===== src/hw/rtl/irft_pkg.sv =====
// Shared types and constants for the infrared remote frame transmitter.
package irft_pkg;

  localparam int MAX_BYTES = 16;
  localparam int STORE_AW  = $clog2(MAX_BYTES);

  localparam logic [1:0] REQ_LOAD  = 2'd0;
  localparam logic [1:0] REQ_START = 2'd1;
  localparam logic [1:0] REQ_TICK  = 2'd2;

  typedef struct packed {
    logic [1:0] req_type;
    logic [3:0] byte_index;
    logic [7:0] data_byte;
  } cmd_t;

  typedef struct packed {
    logic ir_out;
    logic busy_res;
    logic frame_done;
  } res_t;

endpackage


===== src/hw/rtl/ir_remote_frame_transmitter.sv =====
// Infrared remote frame transmitter: frame store, segment sequencer, carrier and result skid.
//
// Every request (byte load, frame start or one-microsecond tick) returns one result with the LED
// level for that tick, the busy flag and the frame-done flag. The result is registered and is
// offered on the cycle after the request is taken if the output is free, else it waits in the
// skid stage. A request is taken in every cycle; requests stall only while both the result
// register and the skid stage hold results that the sink has not yet taken. The 16-byte frame
// store is a synchronous memory that is read every cycle at the byte of the bit the sequencer
// will use next, so the bit value is ready by the first tick of each bit. Loads and starts
// during a frame are ignored. Configuration writes are always ready and take effect at once.
module ir_remote_frame_transmitter (
  input  logic          clk,
  input  logic          rst,
  input  logic          cmd_valid,
  output logic          cmd_stall,
  input  irft_pkg::cmd_t cmd,
  output logic          res_valid,
  input  logic          res_stall,
  output irft_pkg::res_t res,
  input  logic          cfg_valid,
  output logic          cfg_ready,
  input  logic [2:0]    cfg_index,
  input  logic [11:0]   cfg_data
);

  localparam logic [2:0] PH_IDLE       = 3'd0;
  localparam logic [2:0] PH_LEAD_MARK  = 3'd1;
  localparam logic [2:0] PH_LEAD_SPACE = 3'd2;
  localparam logic [2:0] PH_BIT_FIRST  = 3'd3;
  localparam logic [2:0] PH_BIT_SECOND = 3'd4;

  localparam logic [2:0] CFG_MODE        = 3'd0;
  localparam logic [2:0] CFG_UNIT        = 3'd1;
  localparam logic [2:0] CFG_LEAD_MARK   = 3'd2;
  localparam logic [2:0] CFG_LEAD_SPACE  = 3'd3;
  localparam logic [2:0] CFG_CARRIER_ON  = 3'd4;
  localparam logic [2:0] CFG_CARRIER_OFF = 3'd5;
  localparam logic [2:0] CFG_BIT_COUNT   = 3'd6;

  // configuration registers
  logic        mode;
  logic [11:0] unit_us;
  logic [4:0]  leader_mark_units;
  logic [4:0]  leader_space_units;
  logic [7:0]  carrier_on_us;
  logic [7:0]  carrier_off_us;
  logic [7:0]  bit_count;

  // sequencer state
  logic [2:0]  phase, phase_next;
  logic [6:0]  bit_pos, bit_pos_next;
  logic [16:0] time_left, time_left_next;
  logic [7:0]  carrier_count, carrier_count_next;
  logic        carrier_level, carrier_level_next;

  // frame store
  localparam int MAX_BYTES_L = irft_pkg::MAX_BYTES;
  logic [7:0]  frame_store [MAX_BYTES_L];
  logic [7:0]  rd_byte;
  logic        rd_in_range;
  logic [3:0]  rd_sel;
  logic        wr_en;

  // result path
  irft_pkg::res_t result, skid;
  logic        skid_valid;
  logic        cmd_take;
  logic        res_take;

  logic [11:0] unit_t;
  logic [7:0]  bits_in_frame;
  logic [7:0]  carrier_on_t;
  logic [7:0]  carrier_off_t;
  logic [16:0] lead_mark_len;
  logic [16:0] lead_space_len;
  logic [16:0] bit_second_len;
  logic [16:0] time_dec;
  logic [7:0]  count_dec;
  logic        cur_bit;
  logic        entered;
  logic        is_idle;

  function automatic logic phase_is_mark(input logic [2:0] ph, input logic md);
    logic m;
    m = 1'b0;
    if (ph == PH_LEAD_MARK) m = 1'b1;
    if (ph == PH_BIT_FIRST && !md) m = 1'b1;
    if (ph == PH_BIT_SECOND && md) m = 1'b1;
    return m;
  endfunction

  assign cfg_ready = 1'b1;
  assign cmd_stall = skid_valid;
  assign cmd_take  = cmd_valid && !skid_valid;
  assign res_take  = res_valid && !res_stall;
  assign is_idle   = (phase == PH_IDLE);

  always_ff @(posedge clk) begin
    if (rst) begin
      mode               <= 1'b0;
      unit_us            <= 12'd562;
      leader_mark_units  <= 5'd16;
      leader_space_units <= 5'd8;
      carrier_on_us      <= 8'd9;
      carrier_off_us     <= 8'd17;
      bit_count          <= 8'd32;
    end else if (cfg_valid && cfg_ready) begin
      unique case (cfg_index)
        CFG_MODE:        mode               <= cfg_data[0];
        CFG_UNIT:        unit_us            <= cfg_data;
        CFG_LEAD_MARK:   leader_mark_units  <= cfg_data[4:0];
        CFG_LEAD_SPACE:  leader_space_units <= cfg_data[4:0];
        CFG_CARRIER_ON:  carrier_on_us      <= cfg_data[7:0];
        CFG_CARRIER_OFF: carrier_off_us     <= cfg_data[7:0];
        CFG_BIT_COUNT:   bit_count          <= cfg_data[7:0];
        default: ;
      endcase
    end
  end

  // derived timing
  always_comb begin
    unit_t         = (unit_us == 12'd0) ? 12'd1 : unit_us;
    bits_in_frame  = (bit_count > 8'd128) ? 8'd128 : bit_count;
    carrier_on_t   = (carrier_on_us == 8'd0) ? 8'd1 : carrier_on_us;
    carrier_off_t  = (carrier_off_us == 8'd0) ? 8'd1 : carrier_off_us;
    lead_mark_len  = 17'(leader_mark_units) * 17'(unit_t);
    lead_space_len = 17'(leader_space_units) * 17'(unit_t);
    cur_bit        = rd_in_range && rd_byte[bit_pos[2:0]];
    if (!cur_bit) begin
      bit_second_len = 17'(unit_t);
    end else if (mode) begin
      bit_second_len = 17'({unit_t, 1'b0});
    end else begin
      bit_second_len = 17'({unit_t, 1'b0}) + 17'(unit_t);
    end
    time_dec  = (time_left != 17'd0) ? time_left - 17'd1 : 17'd0;
    count_dec = (carrier_count != 8'd0) ? carrier_count - 8'd1 : 8'd0;
  end

  always_comb begin
    phase_next         = phase;
    bit_pos_next       = bit_pos;
    time_left_next     = time_left;
    carrier_count_next = carrier_count;
    carrier_level_next = carrier_level;
    entered            = 1'b0;
    wr_en              = 1'b0;
    result             = '0;
    unique case (cmd.req_type)
      irft_pkg::REQ_LOAD: begin
        wr_en = is_idle && (32'(cmd.byte_index) < irft_pkg::MAX_BYTES);
      end
      irft_pkg::REQ_START: begin
        if (is_idle) begin
          entered      = 1'b1;
          bit_pos_next = 7'd0;
          // skip leader parts of zero length
          if (lead_mark_len != 17'd0) begin
            phase_next     = PH_LEAD_MARK;
            time_left_next = lead_mark_len;
          end else if (lead_space_len != 17'd0) begin
            phase_next     = PH_LEAD_SPACE;
            time_left_next = lead_space_len;
          end else if (bits_in_frame == 8'd0) begin
            phase_next     = PH_IDLE;
            time_left_next = 17'd0;
          end else begin
            phase_next     = PH_BIT_FIRST;
            time_left_next = 17'(unit_t);
          end
        end
      end
      irft_pkg::REQ_TICK: begin
        if (!is_idle) begin
          if (phase_is_mark(phase, mode)) begin
            result.ir_out = carrier_level;
            if (count_dec == 8'd0) begin
              carrier_level_next = !carrier_level;
              carrier_count_next = carrier_level ? carrier_off_t : carrier_on_t;
            end else begin
              carrier_count_next = count_dec;
            end
          end
          if (time_dec != 17'd0) begin
            time_left_next = time_dec;
          end else begin
            entered = 1'b1;
            unique case (phase)
              PH_LEAD_MARK: begin
                if (lead_space_len != 17'd0) begin
                  phase_next     = PH_LEAD_SPACE;
                  time_left_next = lead_space_len;
                end else if (bits_in_frame == 8'd0) begin
                  phase_next     = PH_IDLE;
                  time_left_next = 17'd0;
                end else begin
                  phase_next     = PH_BIT_FIRST;
                  time_left_next = 17'(unit_t);
                  bit_pos_next   = 7'd0;
                end
              end
              PH_LEAD_SPACE: begin
                if (bits_in_frame == 8'd0) begin
                  phase_next     = PH_IDLE;
                  time_left_next = 17'd0;
                end else begin
                  phase_next     = PH_BIT_FIRST;
                  time_left_next = 17'(unit_t);
                  bit_pos_next   = 7'd0;
                end
              end
              PH_BIT_FIRST: begin
                phase_next     = PH_BIT_SECOND;
                time_left_next = bit_second_len;
              end
              PH_BIT_SECOND: begin
                if ({1'b0, bit_pos} + 8'd1 >= bits_in_frame) begin
                  phase_next     = PH_IDLE;
                  time_left_next = 17'd0;
                end else begin
                  phase_next     = PH_BIT_FIRST;
                  time_left_next = 17'(unit_t);
                  bit_pos_next   = bit_pos + 7'd1;
                end
              end
              default: begin
                phase_next     = PH_IDLE;
                time_left_next = 17'd0;
              end
            endcase
          end
        end
      end
      default: ;
    endcase
    // restart the carrier lit at the start of every mark
    if (entered && phase_is_mark(phase_next, mode)) begin
      carrier_level_next = 1'b1;
      carrier_count_next = carrier_on_t;
    end
    result.busy_res   = (phase_next != PH_IDLE);
    result.frame_done = entered && (phase_next == PH_IDLE);
  end

  always_ff @(posedge clk) begin
    if (rst) begin
      phase         <= PH_IDLE;
      bit_pos       <= 7'd0;
      time_left     <= 17'd0;
      carrier_count <= 8'd0;
      carrier_level <= 1'b0;
    end else if (cmd_take) begin
      phase         <= phase_next;
      bit_pos       <= bit_pos_next;
      time_left     <= time_left_next;
      carrier_count <= carrier_count_next;
      carrier_level <= carrier_level_next;
    end
  end

  // read the byte of the bit that will be current next cycle; forward a same-address load
  assign rd_sel = cmd_take ? bit_pos_next[6:3] : bit_pos[6:3];

  always_ff @(posedge clk) begin
    if (cmd_take && wr_en) begin
      frame_store[cmd.byte_index[irft_pkg::STORE_AW-1:0]] <= cmd.data_byte;
    end
    if (cmd_take && wr_en && (cmd.byte_index == rd_sel)) begin
      rd_byte <= cmd.data_byte;
    end else begin
      rd_byte <= frame_store[rd_sel[irft_pkg::STORE_AW-1:0]];
    end
    rd_in_range <= (32'(rd_sel) < irft_pkg::MAX_BYTES);
  end

  // result register with a skid stage behind it
  always_ff @(posedge clk) begin
    if (rst) begin
      res_valid  <= 1'b0;
      skid_valid <= 1'b0;
    end else if (!res_valid || res_take) begin
      res_valid  <= skid_valid || cmd_take;
      skid_valid <= 1'b0;
    end else if (cmd_take) begin
      skid_valid <= 1'b1;
    end
  end

  always_ff @(posedge clk) begin
    if (!res_valid || res_take) begin
      res <= skid_valid ? skid : result;
    end else if (cmd_take) begin
      skid <= result;
    end
  end

endmodule


===== config.mk =====
export PLATFORM = sky130hd
export DESIGN_NAME = ir_remote_frame_transmitter
export DESIGN_NICKNAME = d
export VERILOG_FILES = /design/src/hw/rtl/irft_pkg.sv /design/src/hw/rtl/ir_remote_frame_transmitter.sv
export SDC_FILE = /design/constraint.sdc
export NUM_CORES = 1
export LEC_CHECK = 0
export ABC_AREA = 1
export BUFFER_PORTS_ARGS = -buffer_cell sky130_fd_sc_hd__buf_2
export CORE_AREA = 5 5 180 269
export DETAILED_ROUTE_END_ITERATION = 10
export DIE_AREA = 0 0 185 274
export SLEW_MARGIN = 20
export SYNTH_ARGS = -nofsm -noshare
export SYNTH_HDL_FRONTEND = slang
export SYNTH_SLANG_ARGS = --single-unit

===== constraint.sdc =====
create_clock -name clk -period 8.55 [get_ports clk]
set_clock_uncertainty 0.1 [all_clocks]
set_input_delay 0.855 -clock clk [delete_from_list [all_inputs] [get_ports clk]]
set_output_delay 0.855 -clock clk [all_outputs]
set_load 0.005 [all_outputs]

== Word level (Yosys, flattened, before mapping) ==
Memory sizes are Yosys's and may differ from the RTL's. A register that Yosys moved wholly into a read port is not among the register bits.
Cells that the tools add are included.
Word-level totals
  bits in registers: 91
  logic and storage cells: 170
  RAM bits: 128
  memories kept: 1
Cells by class
  reductions and logical operators: 48
  eq/ne operators: 22
  multipliers: 2
  $lt $le $gt $ge: 3
  bitwise gates (word level): 1
  $add $sub $neg: 5
  multiplexer cells: 67
Memory list
  frame_store: depth 16, bits a word 8, read ports 1, clocked after memory_dff 1, wr ports 1, RTL line ir_remote_frame_transmitter.sv:58  | logic [7:0] frame_store [MAX_BYTES_L];
Operators with widths (number)
  17-bit 2-to-1 mux: 6
  8-bit 2-to-1 mux: 10
  17-bit one-hot mux with 4 select lines: 1
  17-bit nonzero test: 4
  7-bit 2-to-1 mux: 6
  12-bit 2-to-1 mux: 3
  5-bit by 12-bit multiplier with 17-bit output: 2
  17-bit one-hot mux with 2 select lines: 1
  8-bit zero test: 4
  14-bit 2-to-1 mux: 2
  1-bit 2-to-1 mux: 23
  7-bit one-hot mux with 3 select lines: 1
  17-bit by 1-bit subtractor with 17-bit output, second input constant: 1
  2-bit AND reduction: 8
  3-bit by 2-bit == test with 1-bit output, second input constant: 5
  3-bit == test, second input constant: 5
  13-bit by 12-bit adder with 14-bit output: 1
  7-bit one-hot mux with 2 select lines: 1
  12-bit zero test: 1
  3-bit 2-to-1 mux: 4
  3-bit one-hot mux with 4 select lines: 1
  3-bit by 1-bit == test with 1-bit output, second input constant: 3
  1-bit logical AND: 9
  3-bit zero test: 3
  28 further kinds: 43

== Longest topological paths before layout ==
  word-level depth: 16
  gate-level depth with buffers: 43

== Worst setup path after synthesis ==
OpenSTA, ideal clock, no wires.
  path kind: register -> register
  start point: reg unit_us[10]
  end point: reg carrier_level
  required time: 8.334 ns
  clock period less this slack: 5.413 ns
  stages on the path, launching flop included: 40
  arrival time: 5.197 ns
  path buffers: 1
  setup time: 0.116 ns
  path slack: 3.137 ns
  cells stage by stage: dfxtp_1 -> inv_1 -> ha_1 -> nand2_1 -> inv_1 -> nand3_1 -> inv_2 -> nor2_1 -> inv_1 -> nor2_1 -> fa_1 -> inv_1 -> fa_1 -> fa_1 -> inv_1 -> ha_1 -> nand3_1 -> nand2_1 -> [... 4 more ...] -> nand2_1 -> nor2_1 -> nand2_1 -> nor2_1 -> nand3_1 -> nor2_1 -> nand2_1 -> nand2_1 -> nand3_2 -> nand2_2 -> nand2_1 -> nand2_1 -> inv_1 -> nand2_1 -> buf_4 -> o31ai_1 -> a21oi_1 -> nor2_1
Between the ends
  cells in the longest elaborated chain, start to end: 16
Ends and longest elaborated chain
  start: declaration: RTL line ir_remote_frame_transmitter.sv:42  | logic [11:0] unit_us;
  start signal: assignment: RTL line ir_remote_frame_transmitter.sv:110  | CFG_UNIT: unit_us <= cfg_data;
  12-bit zero test: RTL line ir_remote_frame_transmitter.sv:123  | unit_t = (unit_us == 12'd0) ? 12'd1 : unit_us;
  12-bit 2-to-1 mux *: RTL line ir_remote_frame_transmitter.sv:123
  5-bit by 12-bit multiplier with 17-bit output: RTL line ir_remote_frame_transmitter.sv:128  | lead_space_len = 17'(leader_space_units) * 17'(unit_t);
  17-bit nonzero test: RTL line ir_remote_frame_transmitter.sv:162, ir_remote_frame_transmitter.sv:191
  2-bit 2-to-1 mux: RTL line ir_remote_frame_transmitter.sv:162  | end else if (lead_space_len != 17'd0) begin
  3-bit one-hot mux with 4 select lines: RTL line ir_remote_frame_transmitter.sv:189  | unique case (phase)
  3-bit 2-to-1 mux: RTL line ir_remote_frame_transmitter.sv:185  | if (time_dec != 17'd0) begin
  3-bit 2-to-1 mux: RTL line ir_remote_frame_transmitter.sv:175  | if (!is_idle) begin
  3-bit one-hot mux with 2 select lines *: RTL line ir_remote_frame_transmitter.sv:150  | unique case (cmd.req_type)
  3-bit by 1-bit == test with 1-bit output or 3-bit by 2-bit == test with 1-bit output (tied branches): RTL line ir_remote_frame_transmitter.sv:86, ir_remote_frame_transmitter.sv:87
  1-bit 2-to-1 mux or 1-bit logical AND (tied branches): RTL line ir_remote_frame_transmitter.sv:86, ir_remote_frame_transmitter.sv:87
  1-bit 2-to-1 mux: RTL line ir_remote_frame_transmitter.sv:87  | if (ph == PH_BIT_FIRST && !md) m = 1'b1;
  1-bit 2-to-1 mux *: RTL line ir_remote_frame_transmitter.sv:88  | if (ph == PH_BIT_SECOND && md) m = 1'b1;
  1-bit logical AND *: RTL line ir_remote_frame_transmitter.sv:238  | if (entered && phase_is_mark(phase_next, mode)) begin
  2-bit by 1-bit inequality test with 1-bit output (no source line) or 2-bit nonzero test (tied branches)
  5-bit AND reduction (no source line)
  end signal: assignment: RTL line ir_remote_frame_transmitter.sv:258  | carrier_level <= carrier_level_next;
  end: declaration: RTL line ir_remote_frame_transmitter.sv:54  | logic carrier_level, carrier_level_next;
Mark *: on every way between the ends. The rest lies on a longest branch, timed or not.
A chain may end at the register's enable or synchronous reset.

== Worst setup path in the final report ==
  start point: reg unit_us[10]
  end point: reg carrier_count[4]
Between the ends
  cells in the longest elaborated chain, start to end: 16
Ends and longest elaborated chain
  12-bit zero test: RTL line ir_remote_frame_transmitter.sv:123
  12-bit 2-to-1 mux *: RTL line ir_remote_frame_transmitter.sv:123
  5-bit by 12-bit multiplier with 17-bit output: RTL line ir_remote_frame_transmitter.sv:128
  17-bit nonzero test: RTL line ir_remote_frame_transmitter.sv:162, ir_remote_frame_transmitter.sv:191
  2-bit 2-to-1 mux: RTL line ir_remote_frame_transmitter.sv:162
  3-bit one-hot mux with 4 select lines: RTL line ir_remote_frame_transmitter.sv:189
  3-bit 2-to-1 mux: RTL line ir_remote_frame_transmitter.sv:185
  3-bit 2-to-1 mux: RTL line ir_remote_frame_transmitter.sv:175
  3-bit one-hot mux with 2 select lines *: RTL line ir_remote_frame_transmitter.sv:150
  3-bit by 1-bit == test with 1-bit output or 3-bit by 2-bit == test with 1-bit output (tied branches): RTL line ir_remote_frame_transmitter.sv:86, ir_remote_frame_transmitter.sv:87
  1-bit 2-to-1 mux or 1-bit logical AND (tied branches): RTL line ir_remote_frame_transmitter.sv:86, ir_remote_frame_transmitter.sv:87
  1-bit 2-to-1 mux: RTL line ir_remote_frame_transmitter.sv:87
  1-bit 2-to-1 mux *: RTL line ir_remote_frame_transmitter.sv:88
  1-bit logical AND *: RTL line ir_remote_frame_transmitter.sv:238
  2-bit by 1-bit inequality test with 1-bit output (no source line) or 2-bit nonzero test (tied branches)
  4-bit AND reduction (no source line)
  end signal: assignment: RTL line ir_remote_frame_transmitter.sv:257  | carrier_count <= carrier_count_next;
  end: declaration: RTL line ir_remote_frame_transmitter.sv:53  | logic [7:0] carrier_count, carrier_count_next;
Marks and branches as above.

==> results.md <==
* Result of the run: finished clean
* DRC marker count from the first detailed-route iteration at 821
* Number of DRC violations after detailed routing at 0
* Number of buffers created by CTS at 22
* Setup WS post-layout at around 1200 ps
* Async SR Flop Fraction at 0
* Min Hold Slack at roughly 370 ps
* Arrival time of data at the critical path endpoint at 7700 ps
* Clock-pin slew of the registers on the worst-case setup and hold paths at 70 ps
* Family with the most delay on the worst path: simple AND/OR/NAND/NOR gates
* Setup Slack @ Placement at 1240 ps
* Count of input and output buffers at 38
* ANT nets after route at 0
* Timing-limited maximum frequency at 135 MHz
* Leading cell type in the layout, fill and taps excluded: sky130_fd_sc_hd__nand2_1
* Sum of routed wire length over all layers at about 47 mm
* Netlist area before placement at 15900 sq um
* Number of hold violations in the final report at 0
* Register area share after synthesis at 0.366
* Vias in the first global route at between 10000 and 15000
* Fin nets at ~2300
* Starting density of the core at 0.348
* Final setup fails at 0
* Synth Net Count at around 2300
* P&R area growth vs syn at 9.54%
* Overall via count from detail_route at 14200
* Wire length of the first global-routing pass at 74.9 mm
* Detailed-route vias per instance at ~5.2
* Power density over cell area at 153 nW/um^2
* Fill count at 4756
* Maximum root-to-sink buffer count at 3
* Setup repair bufs after CTS at 0
* Largest fanout on the critical path at 16
* Placeable Area at 45600 sq um
* Unrepaired setup endpoints after global routing: no
* Worst slew pin tran at between 1000 and 1500 ps
* Number of antenna violations at the first check in global routing at 1
* Placed insts at 2706
* Clock latency reported for the late side of the worst-skew pair at roughly 520 ps
* Number of max-cap violations at 0
* Total buffers and inverters traversed by the critical path at 8
* Wirelength per Cell at 17.3 um
* Levels on crit path at 40
* Average cell area after synthesis at between 7 and 8 sq um
* Synthesized flop and latch total at 223
* Setup Crit Path Kind: flip-flop to flip-flop
* Post-cts sizing count at 0
* HP Class: flip-flop to flip-flop
* Setup TNS after final layout at 0 ps
* Hold Buf Count CTS at 0
* Die span in x at 185 um
* Htree depth at 1
* Kind of launch point of the worst setup path: flip-flop
* Placer's final routability congestion estimate at 0.974
* Sinks on the clock net at ~220
* Cell count of the worst hold path at 2
* Launching instance or port of the critical path: unit_us[10]
* Grt ovf at 0
* IO Count at 40
* Number of cells produced by synthesis at between 2000 and 2500
* Synth cell types at 55
* Count of flip-flops with a built-in enable after synthesis at 134
* Root buffer cell: sky130_fd_sc_hd__clkbuf_16
* Total global-route track usage at 0.184
* Fin crit share at 0.864
* FF-to-FF path depth at 40
* Area taken by multi-input logic gates at 8710 sq um
* Crit. End Element: flip-flop
* HPWL reported at the end of detailed placement at 36.8 mm
* Number of warnings printed during yosys synthesis at 0
* DR pass1 iterations at 5
* Startpoint of the worst hold path: carrier_on_us[0]
* Largest incremental delay on the critical path at 720 ps
* Static leakage at 0.00777 uW
* Maximum number of pins on one net before global-route repair at 66
* FF/Latch Area at 5810 sq um
* Leading cell types in the layout, fill and taps excluded: sky130_fd_sc_hd__nand2_1, sky130_fd_sc_hd__nor2_1, sky130_fd_sc_hd__inv_1
* Slowest cell on crit path: sky130_fd_sc_hd__dfxtp_1
* Vertical die dimension at 274 um
* Cell with the most instances on the worst path: sky130_fd_sc_hd__nand2_1
* Peak supply drop at around 0.15 mV
* Final min period at approximately 7400 ps
* Data required time of the critical path at roughly 8900 ps
* Startpoint of the worst-slack reg-to-reg timing path: unit_us[10]
* Share of post-route cells with drive strength above 1 at 0.0575
* Most instantiated flip-flop cell in the synthesis netlist: sky130_fd_sc_hd__edfxtp_1
* Area of the die at between 50000 and 60000 sq um
* Rows at 96
* Max Slew Vio Count at 0
* Worst slew margin relative to its limit at 0.309
* Number of standard cells in the final layout excluding fillers at between 2000 and 3000
* TritonCTS clock tree: yes
==> synth_stat cells, types with 6 or more instances <==
library cell	instances	area share
sky130_fd_sc_hd__nand2_1	507	0.12
sky130_fd_sc_hd__nor2_1	313	0.074
sky130_fd_sc_hd__inv_1	277	0.066
sky130_fd_sc_hd__o21ai_0	179	0.056
sky130_fd_sc_hd__edfxtp_1	134	0.25
sky130_fd_sc_hd__nand3_1	117	0.037
sky130_fd_sc_hd__a21oi_1	110	0.035
sky130_fd_sc_hd__dfxtp_1	89	0.11
sky130_fd_sc_hd__ha_1	80	0.063
sky130_fd_sc_hd__fa_1	61	0.077
sky130_fd_sc_hd__clkbuf_1	58	0.014
sky130_fd_sc_hd__o22ai_1	41	0.016
sky130_fd_sc_hd__nand4_1	17	0.0067
sky130_fd_sc_hd__nor3_1	16	0.0050
sky130_fd_sc_hd__xor2_1	15	0.0083
sky130_fd_sc_hd__o211ai_1	14	0.0066
sky130_fd_sc_hd__nor2_2	9	0.0035
sky130_fd_sc_hd__xnor2_1	9	0.0050
sky130_fd_sc_hd__nand2_2	8	0.0032
sky130_fd_sc_hd__o21bai_1	7	0.0033
sky130_fd_sc_hd__a31oi_1	6	0.0024
sky130_fd_sc_hd__or2_2	6	0.0024
==> where the power goes <==
group	leakage [uW]	total (uW)	switching [uW]	internal, uW
Clock	0.000371	1030	428	598
Sequential	0.00194	1170	18.6	1150
Combinational	0.00546	461	318	143
Total	0.00777	2660	764	1900
==> metal layers <==
layer,part of all wire,vias up,GRT usage
li1,-,6991,-
met1,0.38,6716,0.196
met2,0.53,369,0.353
met3,0.034,125,0.0175
met4,0.057,0,0.0934
met5,0,-,0
==> cells by family after synthesis <==
| logic type | count (synthesis) | share of synthesized area |
|---|---|---|
| simple gates | 1012 | 0.262 |
| compound gates | 378 | 0.131 |
| buf+inv | 349 | 0.0849 |
| flops | 223 | 0.366 |
| fa+ha+maj | 141 | 0.140 |
| xor+xnor | 24 | 0.0133 |
| mux | 4 | 0.00252 |
| other cells | 1 | 0.000236 |
==> final timing paths <==
| path | endpoint | slack [ps] |
|---|---|---|
| max | carrier_count[4] | 1160 |
| min | carrier_on_us[0] | 370 |
| max reg2reg | carrier_count[4] | 1160 |
| min reg2reg | carrier_on_us[0] | 370 |
==> through the flow <==
step | power (uW) | area, sq um | utilization
6_report | 2660 | 17400 | 0.381
5_1_grt | 2780 | 17400 | 0.381
4_1_cts | 2680 | 17400 | 0.381
3_5_place_dp | 1650 | 16600 | 0.364
3_3_place_gp | 1650 | 16600 | 0.364
2_1_floorplan | 1510 | 15900 | -
==> cell type report <==
cell class              instances  share of cell area
clock inverters                14             0.00979
multi-input cells            1560               0.501
inverters                     284              0.0613
repair buffers                 51              0.0166
well taps                     588              0.0423
flip-flops and latches        223               0.334
clock buffers                  26              0.0343
diodes                          1            0.000144
==> worst register-to-register path: cells and delay by family, from the launching register on <==
kind	cells	cell delay [ps]
flip-flops	1	720
adder cells (fa/ha/maj)	5	1960
AND/OR/NAND/NOR	27	3550
buffers and inverters	8	960
==> registers in the layout, indices dropped and copies added (netlist names), named ones only <==
| signal | flops |
|---|---|
| time_left | 17 |
| bit_count | 8 |
| carrier_level | 1 |
| skid | 3 |
| res_valid | 1 |
| phase | 3 |
| leader_space_units | 5 |
| carrier_count | 8 |
| leader_mark_units | 5 |
| bit_pos | 7 |
| res | 3 |
| frame_store | 128 |
| carrier_on_us | 8 |
| mode | 1 |
| cmd_stall | 1 |
| carrier_off_us | 8 |
| unit_us | 12 |
No activity file was read; power rests on OpenSTA's default activity.
